**src/rtl/dda_pkg.sv**
```systemverilog
`default_nettype none

package dda_pkg;

  // command codes carried by each input beat
  localparam logic CMD_LOAD = 1'b0;
  localparam logic CMD_STEP = 1'b1;

  // back end sequencer codes
  localparam logic ST_IDLE = 1'b0;
  localparam logic ST_DIV  = 1'b1;

  // queue status seen by the front end and the back end
  typedef struct packed {
    logic empty;
    logic full;
  } dda_q_stat_t;

endpackage

`default_nettype wire

```
**src/rtl/dda_line_rasterizer.sv**
```systemverilog
// DDA line rasterizer. A load beat (command 0) takes two endpoints, returns
// the start point at once and then runs a restoring divider per axis to form
// both axis increments; step beats (command 1) that arrive meanwhile wait in
// a two-entry command queue. Outside that window the back end emits one point
// per cycle while the output slot is free or popped, one point for each step
// beat, rounded to nearest with halves away from zero on the magnitude of the
// position. The last point of a line carries last_point; a step with no line
// active returns a beat with point_valid low and zero fields. A result beat
// sits in a one-entry output slot that the next beat may refill in the cycle
// it is popped. No clearing pass follows reset.
`default_nettype none

module dda_line_rasterizer #(
  parameter int COORD_BITS = 11,
  parameter int FRAC_BITS  = 16
) (
  input  wire                          clk,
  input  wire                          rst_n,
  input  wire                          in_push,
  output logic                         in_full,
  input  wire                          in_command,
  input  wire signed [COORD_BITS-1:0]  in_start_x,
  input  wire signed [COORD_BITS-1:0]  in_start_y,
  input  wire signed [COORD_BITS-1:0]  in_end_x,
  input  wire signed [COORD_BITS-1:0]  in_end_y,
  output logic                         out_empty,
  input  wire                          out_pop,
  output logic [COORD_BITS-1:0]        out_point_x,
  output logic [COORD_BITS-1:0]        out_point_y,
  output logic                         out_point_valid,
  output logic                         out_last_point
);
  import dda_pkg::*;

  localparam int EW          = 5 * COORD_BITS + 3;
  localparam int QUEUE_DEPTH = 2;

  dda_q_stat_t   q_stat;
  logic          q_push, q_pop;
  logic [EW-1:0] q_wdata, q_rdata;

  dda_front #(
    .COORD_BITS (COORD_BITS)
  ) u_front (
    .in_push    (in_push),
    .in_full    (in_full),
    .in_command (in_command),
    .in_start_x (in_start_x),
    .in_start_y (in_start_y),
    .in_end_x   (in_end_x),
    .in_end_y   (in_end_y),
    .q_stat     (q_stat),
    .q_push     (q_push),
    .q_wdata    (q_wdata)
  );

  dda_queue #(
    .WIDTH (EW),
    .DEPTH (QUEUE_DEPTH)
  ) u_queue (
    .clk   (clk),
    .rst_n (rst_n),
    .push  (q_push),
    .wdata (q_wdata),
    .pop   (q_pop),
    .rdata (q_rdata),
    .stat  (q_stat)
  );

  dda_back #(
    .COORD_BITS (COORD_BITS),
    .FRAC_BITS  (FRAC_BITS)
  ) u_back (
    .clk             (clk),
    .rst_n           (rst_n),
    .q_stat          (q_stat),
    .q_rdata         (q_rdata),
    .q_pop           (q_pop),
    .out_empty       (out_empty),
    .out_pop         (out_pop),
    .out_point_x     (out_point_x),
    .out_point_y     (out_point_y),
    .out_point_valid (out_point_valid),
    .out_last_point  (out_last_point)
  );

endmodule

`default_nettype wire

```
**src/rtl/dda_front.sv**
```systemverilog
`default_nettype none

module dda_front #(
  parameter int COORD_BITS = 11
) (
  input  wire                           in_push,
  output logic                          in_full,
  input  wire                           in_command,
  input  wire signed [COORD_BITS-1:0]   in_start_x,
  input  wire signed [COORD_BITS-1:0]   in_start_y,
  input  wire signed [COORD_BITS-1:0]   in_end_x,
  input  wire signed [COORD_BITS-1:0]   in_end_y,
  input  dda_pkg::dda_q_stat_t          q_stat,
  output logic                          q_push,
  output logic [5*COORD_BITS+2:0]       q_wdata
);
  import dda_pkg::*;

  localparam int C = COORD_BITS;

  logic [C:0]   dx, dy;
  logic [C-1:0] ax, ay, steps;

  // deltas one bit wider than the coordinates
  assign dx = {in_end_x[C-1], in_end_x} - {in_start_x[C-1], in_start_x};
  assign dy = {in_end_y[C-1], in_end_y} - {in_start_y[C-1], in_start_y};

  // magnitudes fit in C bits since |delta| <= 2^C - 1
  always_comb begin
    logic [C:0] nx, ny;
    nx = -dx;
    ny = -dy;
    ax = dx[C] ? nx[C-1:0] : dx[C-1:0];
    ay = dy[C] ? ny[C-1:0] : dy[C-1:0];
    steps = (ax > ay) ? ax : ay;
  end

  // queue entry: cmd, sx, sy, neg_x, neg_y, ax, ay, steps
  assign q_wdata = {in_command, in_start_x, in_start_y, dx[C], dy[C], ax, ay, steps};
  assign q_push  = in_push && !q_stat.full;
  assign in_full = q_stat.full;

endmodule

`default_nettype wire

```
**src/rtl/dda_queue.sv**
```systemverilog
`default_nettype none

module dda_queue #(
  parameter int WIDTH = 58,
  parameter int DEPTH = 2
) (
  input  wire                    clk,
  input  wire                    rst_n,
  input  wire                    push,
  input  wire  [WIDTH-1:0]       wdata,
  input  wire                    pop,
  output logic [WIDTH-1:0]       rdata,
  output dda_pkg::dda_q_stat_t   stat
);
  import dda_pkg::*;

  localparam int AW = (DEPTH > 1) ? $clog2(DEPTH) : 1;
  localparam int CW = $clog2(DEPTH + 1);

  logic [WIDTH-1:0] mem_r [DEPTH];
  logic [AW-1:0]    wr_ptr_r, rd_ptr_r;
  logic [CW-1:0]    count_r;

  // storage
  always_ff @(posedge clk) begin
    if (push) begin
      mem_r[wr_ptr_r] <= wdata;
    end
  end

  // pointers and fill count
  always_ff @(posedge clk) begin
    if (!rst_n) begin
      wr_ptr_r <= '0;
      rd_ptr_r <= '0;
      count_r  <= '0;
    end else begin
      if (push) begin
        wr_ptr_r <= (wr_ptr_r == AW'(DEPTH - 1)) ? '0 : wr_ptr_r + 1'b1;
      end
      if (pop) begin
        rd_ptr_r <= (rd_ptr_r == AW'(DEPTH - 1)) ? '0 : rd_ptr_r + 1'b1;
      end
      if (push && !pop) begin
        count_r <= count_r + 1'b1;
      end else if (pop && !push) begin
        count_r <= count_r - 1'b1;
      end
    end
  end

  assign rdata = mem_r[rd_ptr_r];
  assign stat  = '{empty: (count_r == '0), full: (count_r == CW'(DEPTH))};

endmodule

`default_nettype wire

```
**src/rtl/dda_back.sv**
```systemverilog
`default_nettype none

module dda_back #(
  parameter int COORD_BITS = 11,
  parameter int FRAC_BITS  = 16
) (
  input  wire                         clk,
  input  wire                         rst_n,
  input  dda_pkg::dda_q_stat_t        q_stat,
  input  wire  [5*COORD_BITS+2:0]     q_rdata,
  output logic                        q_pop,
  output logic                        out_empty,
  input  wire                         out_pop,
  output logic [COORD_BITS-1:0]       out_point_x,
  output logic [COORD_BITS-1:0]       out_point_y,
  output logic                        out_point_valid,
  output logic                        out_last_point
);
  import dda_pkg::*;

  localparam int C  = COORD_BITS;
  localparam int F  = FRAC_BITS;
  localparam int P  = C + F + 1;           // position width
  localparam int IW = F + 2;               // increment width, |inc| <= 1.0
  localparam int NW = C + F + 1;           // rounded dividend width
  localparam int KW = $clog2(F + 2);       // divider iteration counter

  // unpacked queue head
  logic         h_cmd, h_neg_x, h_neg_y;
  logic [C-1:0] h_sx, h_sy, h_ax, h_ay, h_steps;

  assign {h_cmd, h_sx, h_sy, h_neg_x, h_neg_y, h_ax, h_ay, h_steps} = q_rdata;

  // line state
  logic            state_r;
  logic [P-1:0]    pos_x_r, pos_y_r;
  logic [IW-1:0]   inc_x_r, inc_y_r;
  logic [C-1:0]    steps_rem_r;
  logic            active_r;

  // divider state
  logic [KW-1:0]   div_cnt_r;
  logic [C-1:0]    div_den_r;
  logic [C-1:0]    rem_x_r, rem_y_r;
  logic [F:0]      lo_x_r, lo_y_r;
  logic            neg_x_r, neg_y_r;

  // output slot
  logic            out_valid_r;
  logic [C-1:0]    out_x_r, out_y_r;
  logic            out_pv_r, out_last_r;

  function automatic logic [C-1:0] round_mag(input logic [P-1:0] p);
    logic [P-1:0] m;
    logic [P-1:0] s;
    m = p[P-1] ? (~p + 1'b1) : p;
    s = m + {{(P-F){1'b0}}, 1'b1, {(F-1){1'b0}}};
    return s[F+C-1:F];
  endfunction

  // emit control
  logic emit_ok;
  assign emit_ok = !out_valid_r || out_pop;
  assign q_pop   = (state_r == ST_IDLE) && !q_stat.empty && emit_ok;

  // step path
  logic [P-1:0] step_x, step_y;
  assign step_x = pos_x_r + {{(P-IW){inc_x_r[IW-1]}}, inc_x_r};
  assign step_y = pos_y_r + {{(P-IW){inc_y_r[IW-1]}}, inc_y_r};

  // load path: start position and rounded dividends
  logic [P-1:0]  load_x, load_y;
  logic [NW-1:0] num_x, num_y;
  assign load_x = {h_sx[C-1], h_sx, {F{1'b0}}};
  assign load_y = {h_sy[C-1], h_sy, {F{1'b0}}};
  assign num_x  = {1'b0, h_ax, {F{1'b0}}} + {{(F+1){1'b0}}, (h_steps >> 1)};
  assign num_y  = {1'b0, h_ay, {F{1'b0}}} + {{(F+1){1'b0}}, (h_steps >> 1)};

  // one restoring-division iteration per axis
  logic [C:0]   tx, ty, dfx, dfy;
  logic         gex, gey;
  logic [C-1:0] rem_x_nxt, rem_y_nxt;
  logic [F:0]   lo_x_nxt, lo_y_nxt;
  always_comb begin
    tx  = {rem_x_r, lo_x_r[F]};
    ty  = {rem_y_r, lo_y_r[F]};
    dfx = tx - {1'b0, div_den_r};
    dfy = ty - {1'b0, div_den_r};
    gex = (tx >= {1'b0, div_den_r});
    gey = (ty >= {1'b0, div_den_r});
    rem_x_nxt = gex ? dfx[C-1:0] : tx[C-1:0];
    rem_y_nxt = gey ? dfy[C-1:0] : ty[C-1:0];
    lo_x_nxt  = {lo_x_r[F-1:0], gex};
    lo_y_nxt  = {lo_y_r[F-1:0], gey};
  end

  logic div_last;
  assign div_last = (div_cnt_r == KW'(F));

  // sequencer, line state and divider
  always_ff @(posedge clk) begin
    if (!rst_n) begin
      state_r     <= ST_IDLE;
      active_r    <= 1'b0;
      steps_rem_r <= '0;
      pos_x_r     <= '0;
      pos_y_r     <= '0;
      inc_x_r     <= '0;
      inc_y_r     <= '0;
      div_cnt_r   <= '0;
    end else begin
      unique case (state_r)
        ST_IDLE: begin
          if (q_pop) begin
            if (h_cmd == CMD_LOAD) begin
              pos_x_r     <= load_x;
              pos_y_r     <= load_y;
              inc_x_r     <= '0;
              inc_y_r     <= '0;
              steps_rem_r <= h_steps;
              active_r    <= (h_steps != '0);
              div_den_r   <= h_steps;
              neg_x_r     <= h_neg_x;
              neg_y_r     <= h_neg_y;
              rem_x_r     <= num_x[NW-1:F+1];
              rem_y_r     <= num_y[NW-1:F+1];
              lo_x_r      <= num_x[F:0];
              lo_y_r      <= num_y[F:0];
              div_cnt_r   <= '0;
              if (h_steps != '0) begin
                state_r <= ST_DIV;
              end
            end else if (active_r) begin
              pos_x_r     <= step_x;
              pos_y_r     <= step_y;
              steps_rem_r <= steps_rem_r - 1'b1;
              active_r    <= (steps_rem_r != C'(1));
            end
          end
        end
        ST_DIV: begin
          rem_x_r   <= rem_x_nxt;
          rem_y_r   <= rem_y_nxt;
          lo_x_r    <= lo_x_nxt;
          lo_y_r    <= lo_y_nxt;
          div_cnt_r <= div_cnt_r + 1'b1;
          if (div_last) begin
            inc_x_r <= neg_x_r ? -{1'b0, lo_x_nxt} : {1'b0, lo_x_nxt};
            inc_y_r <= neg_y_r ? -{1'b0, lo_y_nxt} : {1'b0, lo_y_nxt};
            state_r <= ST_IDLE;
          end
        end
        default: state_r <= ST_IDLE;
      endcase
    end
  end

  // output slot control
  always_ff @(posedge clk) begin
    if (!rst_n) begin
      out_valid_r <= 1'b0;
    end else if (q_pop) begin
      out_valid_r <= 1'b1;
    end else if (out_pop) begin
      out_valid_r <= 1'b0;
    end
  end

  // output slot payload
  always_ff @(posedge clk) begin
    if (q_pop) begin
      priority if (h_cmd == CMD_LOAD) begin
        out_x_r    <= round_mag(load_x);
        out_y_r    <= round_mag(load_y);
        out_pv_r   <= 1'b1;
        out_last_r <= (h_steps == '0);
      end else if (active_r) begin
        out_x_r    <= round_mag(step_x);
        out_y_r    <= round_mag(step_y);
        out_pv_r   <= 1'b1;
        out_last_r <= (steps_rem_r == C'(1));
      end else begin
        out_x_r    <= '0;
        out_y_r    <= '0;
        out_pv_r   <= 1'b0;
        out_last_r <= 1'b0;
      end
    end
  end

  assign out_empty       = !out_valid_r;
  assign out_point_x     = out_x_r;
  assign out_point_y     = out_y_r;
  assign out_point_valid = out_pv_r;
  assign out_last_point  = out_last_r;

`ifndef SYNTHESIS
  // no queue beat is taken while the divider runs
  a_no_pop_in_div: assert property (@(posedge clk) disable iff (!rst_n)
    (state_r == ST_DIV) |-> !q_pop)
    else $error("queue popped during division");

  // an active line always has steps left
  a_active_steps: assert property (@(posedge clk) disable iff (!rst_n)
    active_r |-> (steps_rem_r != '0))
    else $error("active line with zero steps remaining");

  // divider count never runs past the last quotient bit
  a_div_cnt: assert property (@(posedge clk) disable iff (!rst_n)
    (state_r == ST_DIV) |-> (div_cnt_r <= KW'(F)))
    else $error("divider count out of range");

  // a queue pop always fills the output slot
  a_pop_fills: assert property (@(posedge clk) disable iff (!rst_n)
    q_pop |=> out_valid_r)
    else $error("popped beat did not reach the output");

  // a load with a nonzero step count starts the divider
  a_load_div: assert property (@(posedge clk) disable iff (!rst_n)
    (q_pop && h_cmd == CMD_LOAD && h_steps != '0) |=> (state_r == ST_DIV))
    else $error("load did not start division");
`endif

endmodule

`default_nettype wire
```
**config.mk**
```make
export PLATFORM = sky130hd
export DESIGN_NAME = dda_line_rasterizer
export DESIGN_NICKNAME = d
export VERILOG_FILES = /design/src/rtl/dda_pkg.sv /design/src/rtl/dda_line_rasterizer.sv /design/src/rtl/dda_front.sv /design/src/rtl/dda_queue.sv /design/src/rtl/dda_back.sv
export SDC_FILE = /design/constraint.sdc
export NUM_CORES = 1
export LEC_CHECK = 0
export ABC_AREA = 1
export BUFFER_PORTS_ARGS = -buffer_cell sky130_fd_sc_hd__buf_2
export CORE_ASPECT_RATIO = 1.5
export CORE_UTILIZATION = 35
export DETAILED_ROUTE_END_ITERATION = 7
export PLACE_DENSITY = 0.55
export SYNTH_ARGS = -nofsm -noshare
export SYNTH_HDL_FRONTEND = slang
export SYNTH_SLANG_ARGS = --single-unit
```
**constraint.sdc**
```tcl
create_clock -name clk -period 5.8 [get_ports clk]
set_clock_uncertainty 0.05 [all_clocks]
set_input_delay 0.58 -clock clk [delete_from_list [all_inputs] [get_ports clk]]
set_output_delay 0.58 -clock clk [all_outputs]
set_load 0.02 [all_outputs]
```
==> flow_metrics.py, run 1 <==
metrics = {
    "sta": {
        "setup_repair_after_global_routing_missed_its_margin": "false",
        "finalHoldViolCount": 0,
        "min_period_ns": 4.44,
        "fin_setup_tns_ns": 0,
        "finalCritPeriodShare_pct": 76.5,
        "setup_violations_final": 0,
        "tightestPinTransition_ns": 1.02,
        "fmaxAchievable_ghz": 0.225,
        "post-route-worst-setup-slack_ns": 1.36,
        "timing.final.max_slew_violations": 0,
        "maxSlewHeadroom_pct": 31.2,
    },
    "setup_path": {
        "worstRegToRegCells": 26,
        "timing.setup.critical_path_class": "input port to flop",
        "worstSetupStartpointType": "input port",
        "worstPathArrival_ns": 4.68,
        "rrSetupSlack_ns": 1.57,
        "crit_path_end_kind": "flop",
        "critPathRequiredTime_ns": 6.04,
        "max_fanout_on_critical_path": 12,
    },
    "logic_synthesis": {
        "synth_most_common_cell": "nand2_1",
        "synth.area.top_cells": "edfxtp_1, nand2_1, dfxtp_1",
        "yosys_warnings": 0,
        "synth_edf_count": 209,
        "yosys.cell_types.count": 62,
        "ys_seq_area_share_pct": 39.0,
        "ys_async_sr_fraction_pct": 0,
        "synth.avg_cell_area_um2": 7.40,
        "synth.top_cells.by_count": "nand2_1, inv_1, o21ai_0",
        "synthesis.nets": 3155,
        "synthDominantCellAreaShare_pct": 28.5,
        "synth-main-ff-cell": "edfxtp_1",
        "synth.largest_area_cell": "edfxtp_1",
        "synthesis.instances": 2978,
        "post_synth_instance_area_um2": 22000,
        "synth-seq-cells": 325,
    },
    "clock_network": {
        "cts_sinks": 325,
        "cts_htree_levels": 2,
        "inserted_clock_buffers": 36,
        "clockBufferDepth": 3,
        "cts_post_setup_buffers_inserted": 0,
        "cts_root_buf": "clkbuf_16",
        "path_clk_slew_ns": 0.06,
        "cts_repair_resize_count": 0,
        "cts_hold_repair.buffers": 0,
        "clk-insertion-delay-late_ns": 0.58,
        "tritoncts": "done",
    },
    "cells_and_area": {
        "utilization_pct": 39.3,
        "fillcell_total": 6679,
        "fin_nets": 3216,
        "sequential_cell_area_um2": 8600,
        "finish.instance_area_um2": 24400,
        "ratio_of_cells_with_drive_above_1_in_the_final_layout_pct": 11.1,
        "antenna_cells_inserted": 0,
        "area_growth_syn_to_layout_pct": 10.9,
        "multi_input_area_um2": 11700,
    },
    "route": {
        "drt-pass1-iter-count": 7,
        "ant_nets": 0,
        "highest_layer": "met5",
        "detail_route.wirelength.met1_um": 26500,
        "route.detailed.vias_per_inst": 5.01,
        "remaining_drc_errors": 0,
        "route.met3.wl_um": 1790,
        "detailedRoute.firstIterationViolations": 1029,
        "wire_per_inst_um": 16.9,
        "routed-wl-met2_um": 34400,
        "wl_um": 65200,
        "num_vias": 19400,
    },
    "power": {
        "vdd.ir_drop.worst_v": 0.000246,
        "p_clk_share_pct": 20.8,
        "power.net_switching_uw": 4920,
        "pwr-share-seq_pct": 32.2,
        "intPower_uw": 6040,
        "combinationalPowerShare_pct": 47.0,
        "power.total_uw": 11000,
        "static-leakage-power_uw": 0.0110,
        "power.share.switching_pct": 44.9,
        "power-per-cell-area_nw_per_um2": 448,
    },
    "floorplanning": {
        "die_w_um": 207,
        "initial_core_util_pct": 35.4,
        "floorplan.die.height_um": 309,
        "num_io_pins": 75,
        "floorplan.die_area_um2": 64000,
        "cell_rows": 112,
        "core_area_um2": 62200,
    },
    "place": {
        "post_dp_cell_area_um2": 23300,
        "buffer_ports.inserted": 74,
        "worst_case_setup_slack_after_placement_ns": 0.829,
        "detailed_place_hpwl_um": 51000,
        "gpl.final_weighted_congestion": 0.950,
    },
    "status": {
        "status": "completed",
    },
    "grt": {
        "grt_pass1_wl_um": 102000,
        "number_of_global_route_vias_before_repair": 19000,
        "pin_count_of_the_biggest_net_entering_global_routing": 60,
        "grt_use_total_pct": 20.6,
        "grt_antenna_before_repair": 2,
        "globalRouteOverflowTotal": 0,
    },
    "worst_hold_path": {
        "min_path_type": "input port to flop",
        "hold_path_depth": 1,
    },
    "run": {
        "drv.max_cap_violation_count": 0,
    },
}
[power by group through the flow]
| stage | sequential (µW) | clock (µW) | combinational [µW] |
|---|---|---|---|
| final | 3530 | 2280 | 5150 |
| after floorplan | 3620 | 0 | 3500 |
| after global placement | 3570 | 0 | 5140 |
| after detailed placement | 3580 | 0 | 5150 |
| after global routing | 3590 | 2420 | 5770 |
| after CTS | 3530 | 2330 | 5170 |
[worst max-delay path, stage by stage]
cell and delay [ns]:
buf_2 0.10, inv_1 0.04, ha_1 0.35, a21oi_1 0.16, nand2_1 0.11, nand2_1 0.09, nand2_1 0.07, a21oi_1 0.20
o21bai_1 0.12, a21oi_1 0.16, o21ai_1 0.07, nand2_1 0.06, nand2_1 0.10, nor2_1 0.13, xor2_1 0.19, inv_1 0.13
ha_1 0.33, a21oi_1 0.13, o21ai_0 0.10, a221oi_1 0.26, o21ai_0 0.11, a221oi_1 0.24, o21ai_0 0.16, nand2_1 0.24
inv_1 0.22, nand2_1 0.11, o21ai_0 0.12
[worst paths after layout]
check	from	to
worst max-delay path	in_start_x[2]	u_queue.mem_r[1][4]$_DFFE_PP_
worst min-delay path	in_command	u_queue.mem_r[0][57]$_DFFE_PP_
worst max register to register	u_back.lo_y_r[16]$_DFFE_PP_	u_back.inc_y_r[16]$_SDFFE_PN0P_
worst min register to register	u_queue.rd_ptr_r$_SDFFE_PN0P_	flop
[cells in the final DEF, fill, tap and decap left out, types with 10 or more instances in the layout]
cell / count
a21oi_1: 226
nand2_2: 49
nor2_4: 13
nand3b_1: 10
nor2_1: 206
o21ai_1: 17
clkbuf_1: 10
nand4_1: 31
o211ai_1: 13
o21bai_1: 12
dfxtp_1: 115
xnor2_1: 15
o21ai_0: 232
nor2_2: 19
nand3_2: 10
nand2_1: 789
inv_1: 354
buf_2: 74
xor2_1: 49
edfxtp_1: 209
or2_2: 34
nand3_1: 195
ha_1: 122
nor3_1: 38
buf_4: 26
clkbuf_16: 36
inv_2: 35
[final cells by class]
class,count,area share [%]
clock buffers,47,3.89
clock inverters,19,0.778
inverters,393,6.04
multi-input cells,2183,47.7
flip-flops and latches,325,35.2
well taps,798,4.08
repair buffers,100,2.31
[routing by layer]
layer	track usage, %	vias to the layer above
met5	0	-
met4	8.22	4
met3	2.39	118
met2	39.4	318
met1	22.7	8919
li1	-	9993
[sequential cells by signal (all words and copies together) (netlist names), 2 cells and up, named ones only]
| name | flops |
|---|---|
| u_back.rem_y_r | 11 |
| u_queue.count_r | 2 |
| u_back.inc_y_r | 18 |
| u_back.div_den_r | 11 |
| u_back.lo_y_r | 17 |
| u_back.out_point_x | 11 |
| u_back.inc_x_r | 18 |
| u_back.pos_x_r | 28 |
| u_back.steps_rem_r | 11 |
| u_back.lo_x_r | 17 |
| u_queue.mem_r | 116 |
| u_back.pos_y_r | 28 |
| u_back.rem_x_r | 11 |
| u_back.div_cnt_r | 5 |
| u_back.out_point_y | 11 |
[cell families after synthesis]
logic type                 synth area share, %
AOI/OAI and AO/OA                         13.8
xor gates and xnor gates                  2.62
adders and majority gates                 7.47
buffers and inverters                     8.25
DFF                                       39.0
muxes                                    0.409
and+or+nand+nor                           28.4
[metrics by stage]
step / cells / hold slack [ns]
2_1_floorplan: 2978 / 0.376
3_3_place_gp: 3799 / 0.387
3_5_place_dp: 3799 / 0.392
4_1_cts: 3865 / 0.132
5_1_grt: 3865 / 0.143
6_report: 3865 / 0.153
Power figures use the tool's default switching activity.
==> run 2, diff against run 1 <==
- clock period: 5.8 -> 4.6 ns (I/O delays scaled with it)
==> run 2 against run 1 <==
Via count increased by 1.2%. Register-to-register slack got worse by 1.0 ns. Global-route usage increased by 0.42 points. Critical path type is now flop to flop. Highest routed layer unchanged. Largest cell class unchanged. Total power increased by 28%. The flow now finishes with violations (DRC).
==> flow_metrics.py, run 2 (same netlist as run 1, synthesis figures left out) <==
metrics = {
    "cells_and_area": {
        "largest_register_ffs": 116,
        "ratio_of_cells_with_drive_above_1_in_the_final_layout_pct": 11.9,
        "antenna_cells_inserted": 0,
        "final_cell_mix": "nand2_1, inv_1, o21ai_0",
        "layout_commonest_cell": "nand2_1",
        "fin_nets": 3233,
        "area_growth_syn_to_layout_pct": 11.9,
        "finish.instance_area_um2": 24700,
        "registers.top_by_ff_count": "u_queue.mem_r",
        "layout_top_registers": "u_queue.mem_r: 116 flops, u_back.pos_x_r: 28 flops, u_back.pos_y_r: 28 flops",
    },
    "power": {
        "combinationalPowerShare_pct": 46.6,
        "pwr-share-seq_pct": 31.9,
        "static-leakage-power_uw": 0.0111,
        "power.net_switching_uw": 6270,
        "vdd.ir_drop.worst_v": 0.000314,
        "power-per-cell-area_nw_per_um2": 571,
        "intPower_uw": 7810,
        "p_clk_share_pct": 21.5,
        "power.share.switching_pct": 44.5,
        "power.total_uw": 14100,
    },
    "setup_path": {
        "worstSetupStartpointType": "flop",
        "max_fanout_on_critical_path": 4,
        "worstPathArrival_ns": 4.25,
        "critPathRequiredTime_ns": 4.80,
        "timing.setup.critical_path_class": "flop to flop",
        "crit_path_end_kind": "flop",
    },
    "sta": {
        "setup_repair_after_global_routing_missed_its_margin": "false",
        "finalHoldViolCount": 0,
        "fmaxAchievable_ghz": 0.247,
        "setup_violations_final": 0,
        "post-route-worst-setup-slack_ns": 0.552,
        "maxSlewHeadroom_pct": 26.9,
        "finalCritPeriodShare_pct": 88.0,
        "fin_setup_tns_ns": 0,
        "min_period_ns": 4.05,
        "timing.final.max_slew_violations": 0,
        "tightestPinTransition_ns": 1.09,
    },
    "place": {
        "post_dp_cell_area_um2": 23500,
        "detailed_place_hpwl_um": 52300,
        "worst_case_setup_slack_after_placement_ns": -0.00269,
        "buffer_ports.inserted": 74,
        "gpl.final_weighted_congestion": 0.970,
    },
    "clock_network": {
        "clk-insertion-delay-late_ns": 0.56,
        "inserted_clock_buffers": 37,
        "cts_sinks": 325,
        "cts_root_buf": "clkbuf_16",
        "cts_hold_repair.buffers": 0,
        "cts_htree_levels": 2,
        "path_clk_slew_ns": 0.06,
        "clockBufferDepth": 3,
        "tritoncts": "done",
    },
    "grt": {
        "grt_antenna_before_repair": 1,
        "pin_count_of_the_biggest_net_entering_global_routing": 53,
        "grt_use_total_pct": 21.1,
        "number_of_global_route_vias_before_repair": 19100,
        "globalRouteOverflowTotal": 0,
        "grt_pass1_wl_um": 104000,
    },
    "route": {
        "drt-pass1-iter-count": 8,
        "wire_per_inst_um": 17.3,
        "wl_um": 67000,
        "route.detailed.vias_per_inst": 5.05,
        "num_vias": 19600,
        "remaining_drc_errors": 1,
        "detailedRoute.firstIterationViolations": 939,
        "ant_nets": 0,
    },
    "floorplanning": {
        "floorplan.die.height_um": 309,
        "initial_core_util_pct": 35.4,
        "floorplan.die_area_um2": 64000,
        "core_area_um2": 62200,
        "die_w_um": 207,
        "cell_rows": 112,
        "num_io_pins": 75,
    },
    "run": {
        "drv.max_cap_violation_count": 0,
    },
    "status": {
        "status": "finished with violations",
        "violations_in_the_final_reports": "DRC",
    },
    "worst_hold_path": {
        "min_path_type": "input port to flop",
    },
}
run 2: final timing paths:
path / startpoint / endpoint / slack [ns] / cells past startpoint
max: u_back.inc_x_r[0]$_SDFFE_PN0P_ / u_back.out_point_x[9]$_DFFE_PP_ / 0.55 / 20
min: in_command / u_queue.mem_r[0][57]$_DFFE_PP_ / 0.05 / 1
min reg2reg: u_queue.rd_ptr_r$_SDFFE_PN0P_ / flop / 0.39 / 1
max reg2reg: u_back.inc_x_r[0]$_SDFFE_PN0P_ / u_back.out_point_x[9]$_DFFE_PP_ / 0.55 / 20
run 2: timing repair:
item / in CTS / in global routing
buffers inserted: 0 / 0
setup endpoints to repair: 0 / 3
resized for setup: 0 / 2
run 2: area by class of cell:
class                      count  area, µm²
clock inverter                17        170
tap                          798        998
fill                        6551      37500
inverter                     393       1480
multi-input combinational   2183      11700
timing repair buffer         116        711
clock buffer                  50       1050
sequential                   325       8600
run 2: routing by layer:
| metal | vias up | wire length [µm] | GRT usage (%) |
|---|---|---|---|
| li1 | 10000 | - | - |
| met2 | 358 | 35100 | 39.8 |
| met1 | 9061 | 26500 | 22.9 |
| met5 | - | 12 | 0 |
| met4 | 2 | 3210 | 9.86 |
| met3 | 136 | 2200 | 2.61 |
run 2: metrics by stage:
stage / hold slack (ns) / utilization (%) / cells
after floorplan: 0.376 / - / 2978
after global placement: 0.379 / 37.7 / 3815
after detailed placement: 0.381 / 37.7 / 3815
after CTS: 0.0124 / 39.6 / 3882
after global routing: 0.0201 / 39.7 / 3882
final: 0.0458 / 39.7 / 3882
run 2: power groups by stage:
stage	Sequential, µW	Clock (µW)	Combinational (µW)
6_report	4490	3030	6560
2_1_floorplan	4560	0	4410
3_3_place_gp	4540	0	6540
3_5_place_dp	4550	0	6560
4_1_cts	4490	3100	6590
5_1_grt	4550	3200	7340
run 2: critical path, stage by stage (launching register included):
cell     delay, ns
dfxtp_1       0.36
ha_1          0.25
fa_1          0.46
or2_2         0.30
nor2_1        0.12
nand3_1       0.08
nor2_1        0.35
nand3_1       0.12
nor2_1        0.16
nand2_1       0.19
inv_1         0.12
nand3_1       0.09
nand2_1       0.08
nand2_1       0.05
nand2_1       0.11
ha_1          0.19
nand2_2       0.10
nor3_4        0.22
nand3_1       0.10
nand3_1       0.09
nand2_1       0.16
